File: src/rtl/core/ust_pkg.sv
// Shared types, event codes and state codes for the datagram session tracker.
package ust_pkg;

   // Event kinds carried in the request word.
   localparam logic [1:0] KIND_LISTEN   = 2'd0;
   localparam logic [1:0] KIND_CONNECT  = 2'd1;
   localparam logic [1:0] KIND_DATAGRAM = 2'd2;
   localparam logic [1:0] KIND_TICK     = 2'd3;

   // Session states.
   localparam logic [2:0] ST_IDLE       = 3'd0;
   localparam logic [2:0] ST_LISTENING  = 3'd1;
   localparam logic [2:0] ST_CONNECTING = 3'd2;
   localparam logic [2:0] ST_CONNECTED  = 3'd3;
   localparam logic [2:0] ST_TIMED_OUT  = 3'd4;

   // Session modes.
   localparam logic [1:0] MD_NONE   = 2'd0;
   localparam logic [1:0] MD_SERVER = 2'd1;
   localparam logic [1:0] MD_CLIENT = 2'd2;

   // Idle time is kept in 17 bits and saturates at its maximum.
   localparam int unsigned IDLE_W = 17;
   localparam logic [IDLE_W-1:0] IDLE_MAX = '1;

   // Timeout limit after reset.
   localparam logic [15:0] LIMIT_RESET = 16'd1000;

   // One request word.
   typedef struct packed {
      logic [1:0]  kind;
      logic [31:0] peer_address;
      logic [15:0] peer_port;
      logic [15:0] elapsed;
   } event_type;

   // One result word.
   typedef struct packed {
      logic [2:0] session_state;
      logic [1:0] session_mode;
      logic       accepted;
      logic       connect_event;
      logic       disconnect_event;
   } result_type;

endpackage

File: src/rtl/core/ust_input_stage.sv
// Input register that captures one request word and holds it until the core takes it.
module ust_input_stage (
   input  logic               clock,
   input  logic               reset,
   input  logic               req_valid,
   output logic               req_stall,
   input  ust_pkg::event_type req_word,
   input  logic               take,
   output logic               word_valid,
   output ust_pkg::event_type word
);

   logic               valid_ff;
   logic               valid_in;
   ust_pkg::event_type word_ff;
   logic               load;

   // The register can load when empty or when its word moves on this cycle.
   assign req_stall = valid_ff && !take;
   assign load      = req_valid && !req_stall;
   assign valid_in  = load ? 1'b1 : (take ? 1'b0 : valid_ff);

   // Valid flag.
   always_ff @(posedge clock) begin
      if (reset) begin
         valid_ff <= 1'b0;
      end else begin
         valid_ff <= valid_in;
      end
   end

   // Payload needs no reset.
   always_ff @(posedge clock) begin
      if (load) begin
         word_ff <= req_word;
      end
   end

   assign word_valid = valid_ff;
   assign word       = word_ff;

endmodule

File: src/rtl/core/ust_session_core.sv
// Session state registers, timeout limit and next-state logic for one event.
module ust_session_core (
   input  logic                clock,
   input  logic                reset,
   input  logic                csr_write_enable,
   input  logic [15:0]         csr_write_data,
   input  logic                fire,
   input  ust_pkg::event_type  word,
   output ust_pkg::result_type result
);

   logic [15:0]                 limit_ff;
   logic [2:0]                  state_ff, state_in;
   logic [1:0]                  mode_ff, mode_in;
   logic [31:0]                 raddr_ff, raddr_in;
   logic [15:0]                 rport_ff, rport_in;
   logic [ust_pkg::IDLE_W-1:0]  idle_ff, idle_in;
   logic [ust_pkg::IDLE_W:0]    sum;
   logic [ust_pkg::IDLE_W-1:0]  sat;
   logic                        server_listen;
   logic                        peer_match;
   logic                        acc, conn_ev, disc_ev;

   // Saturating idle time for a tick.
   assign sum = {1'b0, idle_ff} + {{(ust_pkg::IDLE_W + 1 - 16){1'b0}}, word.elapsed};
   assign sat = sum[ust_pkg::IDLE_W] ? ust_pkg::IDLE_MAX : sum[ust_pkg::IDLE_W-1:0];

   // A listening server adopts the sender, so the sender then matches the peer.
   assign server_listen = (mode_ff == ust_pkg::MD_SERVER) &&
                          (state_ff == ust_pkg::ST_LISTENING);
   assign peer_match    = server_listen ||
                          ((word.peer_address == raddr_ff) && (word.peer_port == rport_ff));

   // Next session state and event flags.
   always_comb begin
      state_in = state_ff;
      mode_in  = mode_ff;
      raddr_in = raddr_ff;
      rport_in = rport_ff;
      idle_in  = idle_ff;
      acc      = 1'b0;
      conn_ev  = 1'b0;
      disc_ev  = 1'b0;
      case (word.kind)
         ust_pkg::KIND_LISTEN: begin
            disc_ev  = (state_ff == ust_pkg::ST_CONNECTED);
            state_in = ust_pkg::ST_LISTENING;
            mode_in  = ust_pkg::MD_SERVER;
            raddr_in = '0;
            rport_in = '0;
            idle_in  = '0;
         end
         ust_pkg::KIND_CONNECT: begin
            disc_ev  = (state_ff == ust_pkg::ST_CONNECTED);
            state_in = ust_pkg::ST_CONNECTING;
            mode_in  = ust_pkg::MD_CLIENT;
            raddr_in = word.peer_address;
            rport_in = word.peer_port;
            idle_in  = '0;
         end
         ust_pkg::KIND_DATAGRAM: begin
            if (server_listen) begin
               state_in = ust_pkg::ST_CONNECTED;
               raddr_in = word.peer_address;
               rport_in = word.peer_port;
               conn_ev  = 1'b1;
            end
            if (peer_match) begin
               if ((mode_ff == ust_pkg::MD_CLIENT) &&
                   (state_ff == ust_pkg::ST_CONNECTING)) begin
                  state_in = ust_pkg::ST_CONNECTED;
                  conn_ev  = 1'b1;
               end
               idle_in = '0;
               acc     = 1'b1;
            end
         end
         ust_pkg::KIND_TICK: begin
            if (raddr_ff != '0) begin
               if (limit_ff == '0) begin
                  idle_in = '0;
               end else begin
                  idle_in = sat;
                  if ((sat > {{(ust_pkg::IDLE_W - 16){1'b0}}, limit_ff}) &&
                      ((state_ff == ust_pkg::ST_CONNECTING) ||
                       (state_ff == ust_pkg::ST_CONNECTED))) begin
                     state_in = ust_pkg::ST_TIMED_OUT;
                     mode_in  = ust_pkg::MD_NONE;
                     raddr_in = '0;
                     rport_in = '0;
                     idle_in  = '0;
                     disc_ev  = 1'b1;
                  end
               end
            end
         end
         default: begin
            state_in = state_ff;
         end
      endcase
   end

   // Timeout limit register.
   always_ff @(posedge clock) begin
      if (reset) begin
         limit_ff <= ust_pkg::LIMIT_RESET;
      end else if (csr_write_enable) begin
         limit_ff <= csr_write_data;
      end
   end

   // Session registers advance once per processed word.
   always_ff @(posedge clock) begin
      if (reset) begin
         state_ff <= ust_pkg::ST_IDLE;
         mode_ff  <= ust_pkg::MD_NONE;
         raddr_ff <= '0;
         rport_ff <= '0;
         idle_ff  <= '0;
      end else if (fire) begin
         state_ff <= state_in;
         mode_ff  <= mode_in;
         raddr_ff <= raddr_in;
         rport_ff <= rport_in;
         idle_ff  <= idle_in;
      end
   end

   assign result.session_state    = state_in;
   assign result.session_mode     = mode_in;
   assign result.accepted         = acc;
   assign result.connect_event    = conn_ev;
   assign result.disconnect_event = disc_ev;

endmodule

File: src/rtl/core/ust_result_reg.sv
// Result register that holds one result word until the consumer takes it.
module ust_result_reg (
   input  logic                clock,
   input  logic                reset,
   input  logic                load,
   input  ust_pkg::result_type result,
   output logic                free,
   output logic                rsp_valid,
   input  logic                rsp_stall,
   output ust_pkg::result_type rsp_word
);

   logic                valid_ff;
   logic                valid_in;
   ust_pkg::result_type word_ff;

   // The register is free when empty or when its word is taken this cycle.
   assign free     = !valid_ff || !rsp_stall;
   assign valid_in = load ? 1'b1 : (free ? 1'b0 : valid_ff);

   // Valid flag.
   always_ff @(posedge clock) begin
      if (reset) begin
         valid_ff <= 1'b0;
      end else begin
         valid_ff <= valid_in;
      end
   end

   // Payload needs no reset.
   always_ff @(posedge clock) begin
      if (load) begin
         word_ff <= result;
      end
   end

   assign rsp_valid = valid_ff;
   assign rsp_word  = word_ff;

endmodule

File: src/rtl/core/udp_session_tracker_unit.sv
// Top level of the datagram session tracker: input register, session core, result register.
// A word accepted into the input register is processed once the result register can take its
// result; that result is registered in the result register and offered on the result channel.
// Throughput: one word per cycle while the result channel does not stall, with the session
// update between the input register and the result register being combinational.
// Reset (synchronous, active high) empties both registers, sets the session to idle with
// no peer and zero idle time, and loads a timeout limit of 1000.
module udp_session_tracker_unit (
   input  logic        clock,
   input  logic        reset,
   input  logic        csr_write_enable,
   input  logic [15:0] csr_write_data,
   input  logic        req_valid,
   output logic        req_stall,
   input  logic [1:0]  req_kind,
   input  logic [31:0] req_peer_address,
   input  logic [15:0] req_peer_port,
   input  logic [15:0] req_elapsed,
   output logic        rsp_valid,
   input  logic        rsp_stall,
   output logic [2:0]  rsp_session_state,
   output logic [1:0]  rsp_session_mode,
   output logic        rsp_accepted,
   output logic        rsp_connect_event,
   output logic        rsp_disconnect_event
);

   ust_pkg::event_type  req_word;
   ust_pkg::event_type  word;
   ust_pkg::result_type result;
   ust_pkg::result_type rsp_word;
   logic                word_valid;
   logic                free;
   logic                fire;

   // Gather the request fields into one word.
   assign req_word.kind         = req_kind;
   assign req_word.peer_address = req_peer_address;
   assign req_word.peer_port    = req_peer_port;
   assign req_word.elapsed      = req_elapsed;

   // A held word is processed when the result register can take its result.
   assign fire = word_valid && free;

   ust_input_stage u_input (
      .clock      (clock),
      .reset      (reset),
      .req_valid  (req_valid),
      .req_stall  (req_stall),
      .req_word   (req_word),
      .take       (fire),
      .word_valid (word_valid),
      .word       (word)
   );

   ust_session_core u_core (
      .clock            (clock),
      .reset            (reset),
      .csr_write_enable (csr_write_enable),
      .csr_write_data   (csr_write_data),
      .fire             (fire),
      .word             (word),
      .result           (result)
   );

   ust_result_reg u_result (
      .clock     (clock),
      .reset     (reset),
      .load      (fire),
      .result    (result),
      .free      (free),
      .rsp_valid (rsp_valid),
      .rsp_stall (rsp_stall),
      .rsp_word  (rsp_word)
   );

   // Split the result word onto its ports.
   assign rsp_session_state    = rsp_word.session_state;
   assign rsp_session_mode     = rsp_word.session_mode;
   assign rsp_accepted         = rsp_word.accepted;
   assign rsp_connect_event    = rsp_word.connect_event;
   assign rsp_disconnect_event = rsp_word.disconnect_event;

endmodule

File: config.mk
export PLATFORM = sky130hd
export DESIGN_NAME = udp_session_tracker_unit
export DESIGN_NICKNAME = d
export VERILOG_FILES = /design/src/rtl/core/ust_pkg.sv /design/src/rtl/core/ust_input_stage.sv /design/src/rtl/core/ust_session_core.sv /design/src/rtl/core/ust_result_reg.sv /design/src/rtl/core/udp_session_tracker_unit.sv
export SDC_FILE = /design/constraint.sdc
export NUM_CORES = 1
export LEC_CHECK = 0
export BUFFER_PORTS_ARGS = -buffer_cell sky130_fd_sc_hd__clkbuf_2
export CORE_MARGIN = 5
export CORE_UTILIZATION = 51
export CTS_CLUSTER_SIZE = 10
export DETAILED_ROUTE_END_ITERATION = 6
export PLACE_DENSITY = 0.72
export REMOVE_ABC_BUFFERS = 1
export SKIP_LAST_GASP = 1
export SYNTH_ARGS = -nofsm -noshare
export SYNTH_HDL_FRONTEND = slang
export SYNTH_SLANG_ARGS = --single-unit
File: constraint.sdc
create_clock -name clock -period 14.9 [get_ports clock]
set_input_delay 4.47 -clock clock [delete_from_list [all_inputs] [get_ports clock]]
set_output_delay 4.47 -clock clock [all_outputs]
set_load 0.005 [all_outputs]
# == After elaboration in Yosys (flattened, before gate mapping) ==
# Cells that the tools add are included.
# totals
register_bits,162
output_inout_bits,10
elab_cells,95
# classes
add_sub_neg,1
order_cmp,1
n_eq_ne,15
mux,39
reduce_logical,22
# ops
operator,n
2-to-1 mux 32 bit,4
one-hot mux 32 bit (4 select lines),1
2-to-1 mux 17 bit,5
2-to-1 mux 16 bit,4
one-hot mux 16 bit (4 select lines),1
one-hot mux 17 bit (3 select lines),1
== test 32 bit,1
nonzero test 32 bit,1
adder 17 x 16 -> 18 bit,1
2-to-1 mux 3 bit,6
greater-than comparator 17 x 16 -> 1 bit,1
== test 16 bit,1
zero test 16 bit,1
one-hot mux 3 bit (4 select lines),1
2-to-1 mux 1 bit,11
"inequality test 2 x 1 -> 1 bit, second input constant",4
logical AND 1 bit,7
"== test 2 bit, second input constant",3
"== test 3 x 2 -> 1 bit, second input constant",2
2-to-1 mux 2 bit,3
one-hot mux 2 bit (3 select lines),1
AND reduction 5 bit,1
"== test 2 x 1 -> 1 bit, second input constant",2
zero test 1 bit,4
other kinds (8),11

# == Depth between registers and ports, before layout ==
# logic_depth
ltp_word,8
mapped_depth,20
ltp_nobuf,18

# == By module ==
# A second synthesis with hierarchy kept.
# unflattened
hier_cells,791
area_unflattened_um2,8017.7
# modules_own_cells
mod,instances,cells_each,area_per_inst_um2,seq_area_each_um2
ust_session_core,1,708,5706.7,1721.7
ust_input_stage,1,70,2031.9,2001.9
ust_result_reg,1,12,272.8,260.2
udp_session_tracker_unit,1,1,6.3,0.0

# == Worst setup path after synthesis ==
# OpenSTA, ideal clock, no wires.
# synth_timing
path_type,input to output
startpoint,in rsp_stall
endpoint,out req_stall
arrival_time_ps,4658
required_ps,10430
setup_slack_ps,5772
stages,1
path_cell_list,and3_1
# synth_via
elab_chain_len,5
# synth_lines
item,line,source
"start, declared",udp_session_tracker_unit.sv:20,"input logic rsp_stall,"
zero test 1 bit,ust_result_reg.sv:18,assign free = !valid_ff || !rsp_stall;
logical OR 1 bit,ust_result_reg.sv:18,
logical AND 1 bit,udp_session_tracker_unit.sv:43,assign fire = word_valid && free;
zero test 1 bit,ust_input_stage.sv:19,assign req_stall = valid_ff && !take;
logical AND 1 bit,ust_input_stage.sv:19,
"end, declared",udp_session_tracker_unit.sv:14,"output logic req_stall,"
# Every way passes these cells.

# == Worst setup path in the final report ==
# Same ends and word-level chain as after synthesis.

==> impl_metrics.json <==
{
  "status": "completed",
  "synth_adder_area_share_pct": 6.36,
  "crit_path_start_kind": "input pin",
  "path_cells": "clkbuf_2, and3_1, clkbuf_2",
  "switchingPower_uw": 265,
  "syn-instance-count": 737,
  "place.gp.congestion": 0.933,
  "crit_type": "in2out",
  "grt_max_degree": 70,
  "synth-xor-area-share_pct": 6.80,
  "drv_cap": 0,
  "antenna_found_initial": 0,
  "synth_mux_area_share_pct": 1.32,
  "netlist_area_um2": 7600,
  "p_leak_uw": 0.00355,
  "grt_usage_pct": 19.8,
  "fmax_mhz": 106,
  "slowest_delay_ps": 250,
  "crit_arrival_ps": 4970,
  "synth_async_sr_flop_share_pct": 0,
  "holdBufCountCts": 0,
  "synth_top_family_by_area": "compound AO/OA/AOI/OAI gates",
  "clockRootBuffer": "clkbuf_16",
  "nFillCells": 1167,
  "die_h_um": 132,
  "syn_avg_cell_area_um2": 10.3,
  "fin_crit_sh_pct": 63.4,
  "p_per_area_nw_per_um2": 116,
  "layout-drive-gt1-share_pct": 17.5,
  "cp_data_required_time_ps": 10430,
  "avgViaCountPerCell": 5.78,
  "rsz0062_at_grt": "false",
  "synthFlopType": "dfxtp_1",
  "slew_headroom_pct": 9.80,
  "cts_buffer_depth": 2,
  "gr-total-overflow": 0,
  "yosysMostFrequentCell": "dfxtp_1",
  "wire_per_inst_um": 17.0,
  "drt_iter0_markers": 517,
  "h-tree-depth": 4,
  "worstPathMaxFanout": 3,
  "p_seq_share_pct": 49.6,
  "synth-compound-area-share_pct": 14.8,
  "period_needed_ps": 9440,
  "cts.sinks": 162,
  "synth_top_area_share_pct": 29.3,
  "vias": 5870,
  "min_path_type": "reg2reg",
  "worstSetupEndpoint": "req_stall",
  "timing.rr.end": "u_core.idle_ff[13]",
  "hpwl_mm": 12.0,
  "cp_slowest_cell": "and3_1",
  "post_cts_resize_count": 0,
  "core_um2": 14600,
  "reg2reg_slack_ps": 9530,
  "utilization_pct": 59.7,
  "power.internal_uw": 745,
  "crit_start": "rsp_stall",
  "dieArea_um2": 17400,
  "ant_nets": 0,
  "ys_ff_latch": 162,
  "synth_area_leaders": "edfxtp_1 (29%), dfxtp_1 (23%), ha_1 (6.1%)",
  "syn_to_final_growth_pct": 14.6,
  "io_buffers": 96,
  "insertion_delay_ps": 430,
  "synth-edff-count": 74,
  "p_clk_share_pct": 40.4,
  "die_x_um": 132,
  "pre_cts_slack_ps": 5450,
  "yosysWarnings": 0,
  "cts_tree": "yes",
  "switching_share_pct": 26.3,
  "clkTransAtPathRegs_ps": 60,
  "rr_startpoint": "u_input.word[0]",
  "netlist_top_cells_count": "dfxtp_1 (88), a21oi_1 (75), edfxtp_1 (74), nand2_1 (74), nand3_1 (54)",
  "grt_first_pass_wirelength_mm": 28.4,
  "initial_core_util_pct": 52.1,
  "io_pins": 97,
  "cp_common_cell": "clkbuf_2",
  "row_count": 44,
  "vdd_drop_max_v": 0.0000855,
  "tightestPinTransition_ps": 1350,
  "drc": 0,
  "grt_pass1_vias": 5930,
  "post_cts_buffers": 0,
  "final_hold_viol_count": 0,
  "seq_area_frac_synth_pct": 52.4,
  "p_comb_share_pct": 10.0,
  "cts_buffers": 17,
  "dr.pass1.iters": 5,
  "synth-simple-area-share_pct": 14.1,
  "tns_ps": 0,
  "setup_slack_ps": 5460,
  "slew_violations": 0,
  "totalWireLength_mm": 17.3,
  "layout.nets": 944,
  "fin_skew_ps": 13.7,
  "endpoint_kind": "output pin",
  "r2r_cells": 18,
  "setup_viol": 0,
  "yosysTopAreaCell": "edfxtp_1",
  "antennaDiodeCount": 0,
  "synth_cell_type_count": 56
}
[metrics by stage]
| stage | instances | total power (uW) | hold WS (ps) | instance area (um2) |
|---|---|---|---|---|
| finish | 1016 | 1010 | 463 | 8700 |
| global route | 1016 | 1050 | 488 | 8700 |
| CTS | 1016 | 1020 | 465 | 8700 |
| detailed placement | 984 | 611 | 457 | 8150 |
| global placement | 984 | 605 | 450 | 8150 |
| floorplan | 700 | 570 | 438 | 7400 |
[worst min path at each step]
stage                                   start                  end  slack [ps]  depth (start not counted)
after floorplan            u_core.rport_ff[0]   u_core.rport_ff[0]         440                          2
after global placement    u_core.rport_ff[14]  u_core.rport_ff[14]         450                          2
after detailed placement   u_core.rport_ff[0]   u_core.rport_ff[0]         460                          2
after CTS                  u_core.rport_ff[0]   u_core.rport_ff[0]         470                          2
after global routing       u_core.rport_ff[8]   u_core.rport_ff[8]         490                          2
final                      u_core.rport_ff[0]   u_core.rport_ff[0]         460                          2
[power by group through the flow]
stage	Clock, uW	Combinational (uW)	Sequential, uW
floorplan	0	63.5	506
global placement	0	95.9	509
detailed placement	0	101	510
CTS	415	102	500
global route	434	114	502
finish	408	101	500
[per-layer routing]
metal	wire length, um	track usage [%]
met1	7730	25.5
met2	8490	33.1
met3	847	4.58
met4	241	6.69
met5	0	0
[kinds of logic (layout without fill, tap and decap cells)]
group           after synthesis  in the layout
simple gates                224            224
compound gates              175            175
flops                       162            162
buf+inv                      69            164
xor+xnor                     59             59
fa+ha+maj                    38             38
mux                          10             10
[cells in the final DEF, fill, tap and decap left out, types with 4 or more instances in the layout]
cell        count
ha_1           36
nor3_1          6
a21o_1          6
nand2_1        74
and3_1          4
clkbuf_2       96
inv_6           4
a21oi_1        75
inv_1          32
o21a_1          4
or2_2           5
buf_4           4
nand3_1        54
edfxtp_1       74
mux2i_1        10
o21ai_0        27
nand4_1        13
a211oi_1        6
xor2_1         52
clkbuf_16      17
clkinvlp_4      4
xnor2_1         7
o22ai_1         5
o211ai_1        9
nor2_1         31
dfxtp_1        88
nor4_1         26
a22o_1         17
[final cells by class]
type / count / area, um2 / area share, %
timing repair buffer: 100 / 510 / 5.86
multi-input combinational: 506 / 3310 / 38.0
tap: 184 / 230 / 2.64
clock inverter: 14 / 121 / 1.39
sequential: 162 / 3980 / 45.8
inverter: 32 / 120 / 1.38
clock buffer: 18 / 429 / 4.93
[flip-flops by register name, indices dropped and copies added, names as in the netlist, 2 cells and up]
signal             cells
u_input.word          66
u_core.raddr_ff       32
u_core.idle_ff        17
u_core.limit_ff       16
u_core.rport_ff       16
u_result.rsp_word      8
u_core.state_ff        3
u_core.mode_ff         2
[worst max-delay path, delay by kind of cell]
family	cells	cell delay, ps
buf+inv	2	260
simple gates	1	250
No activity file was read; power rests on OpenSTA's default activity.
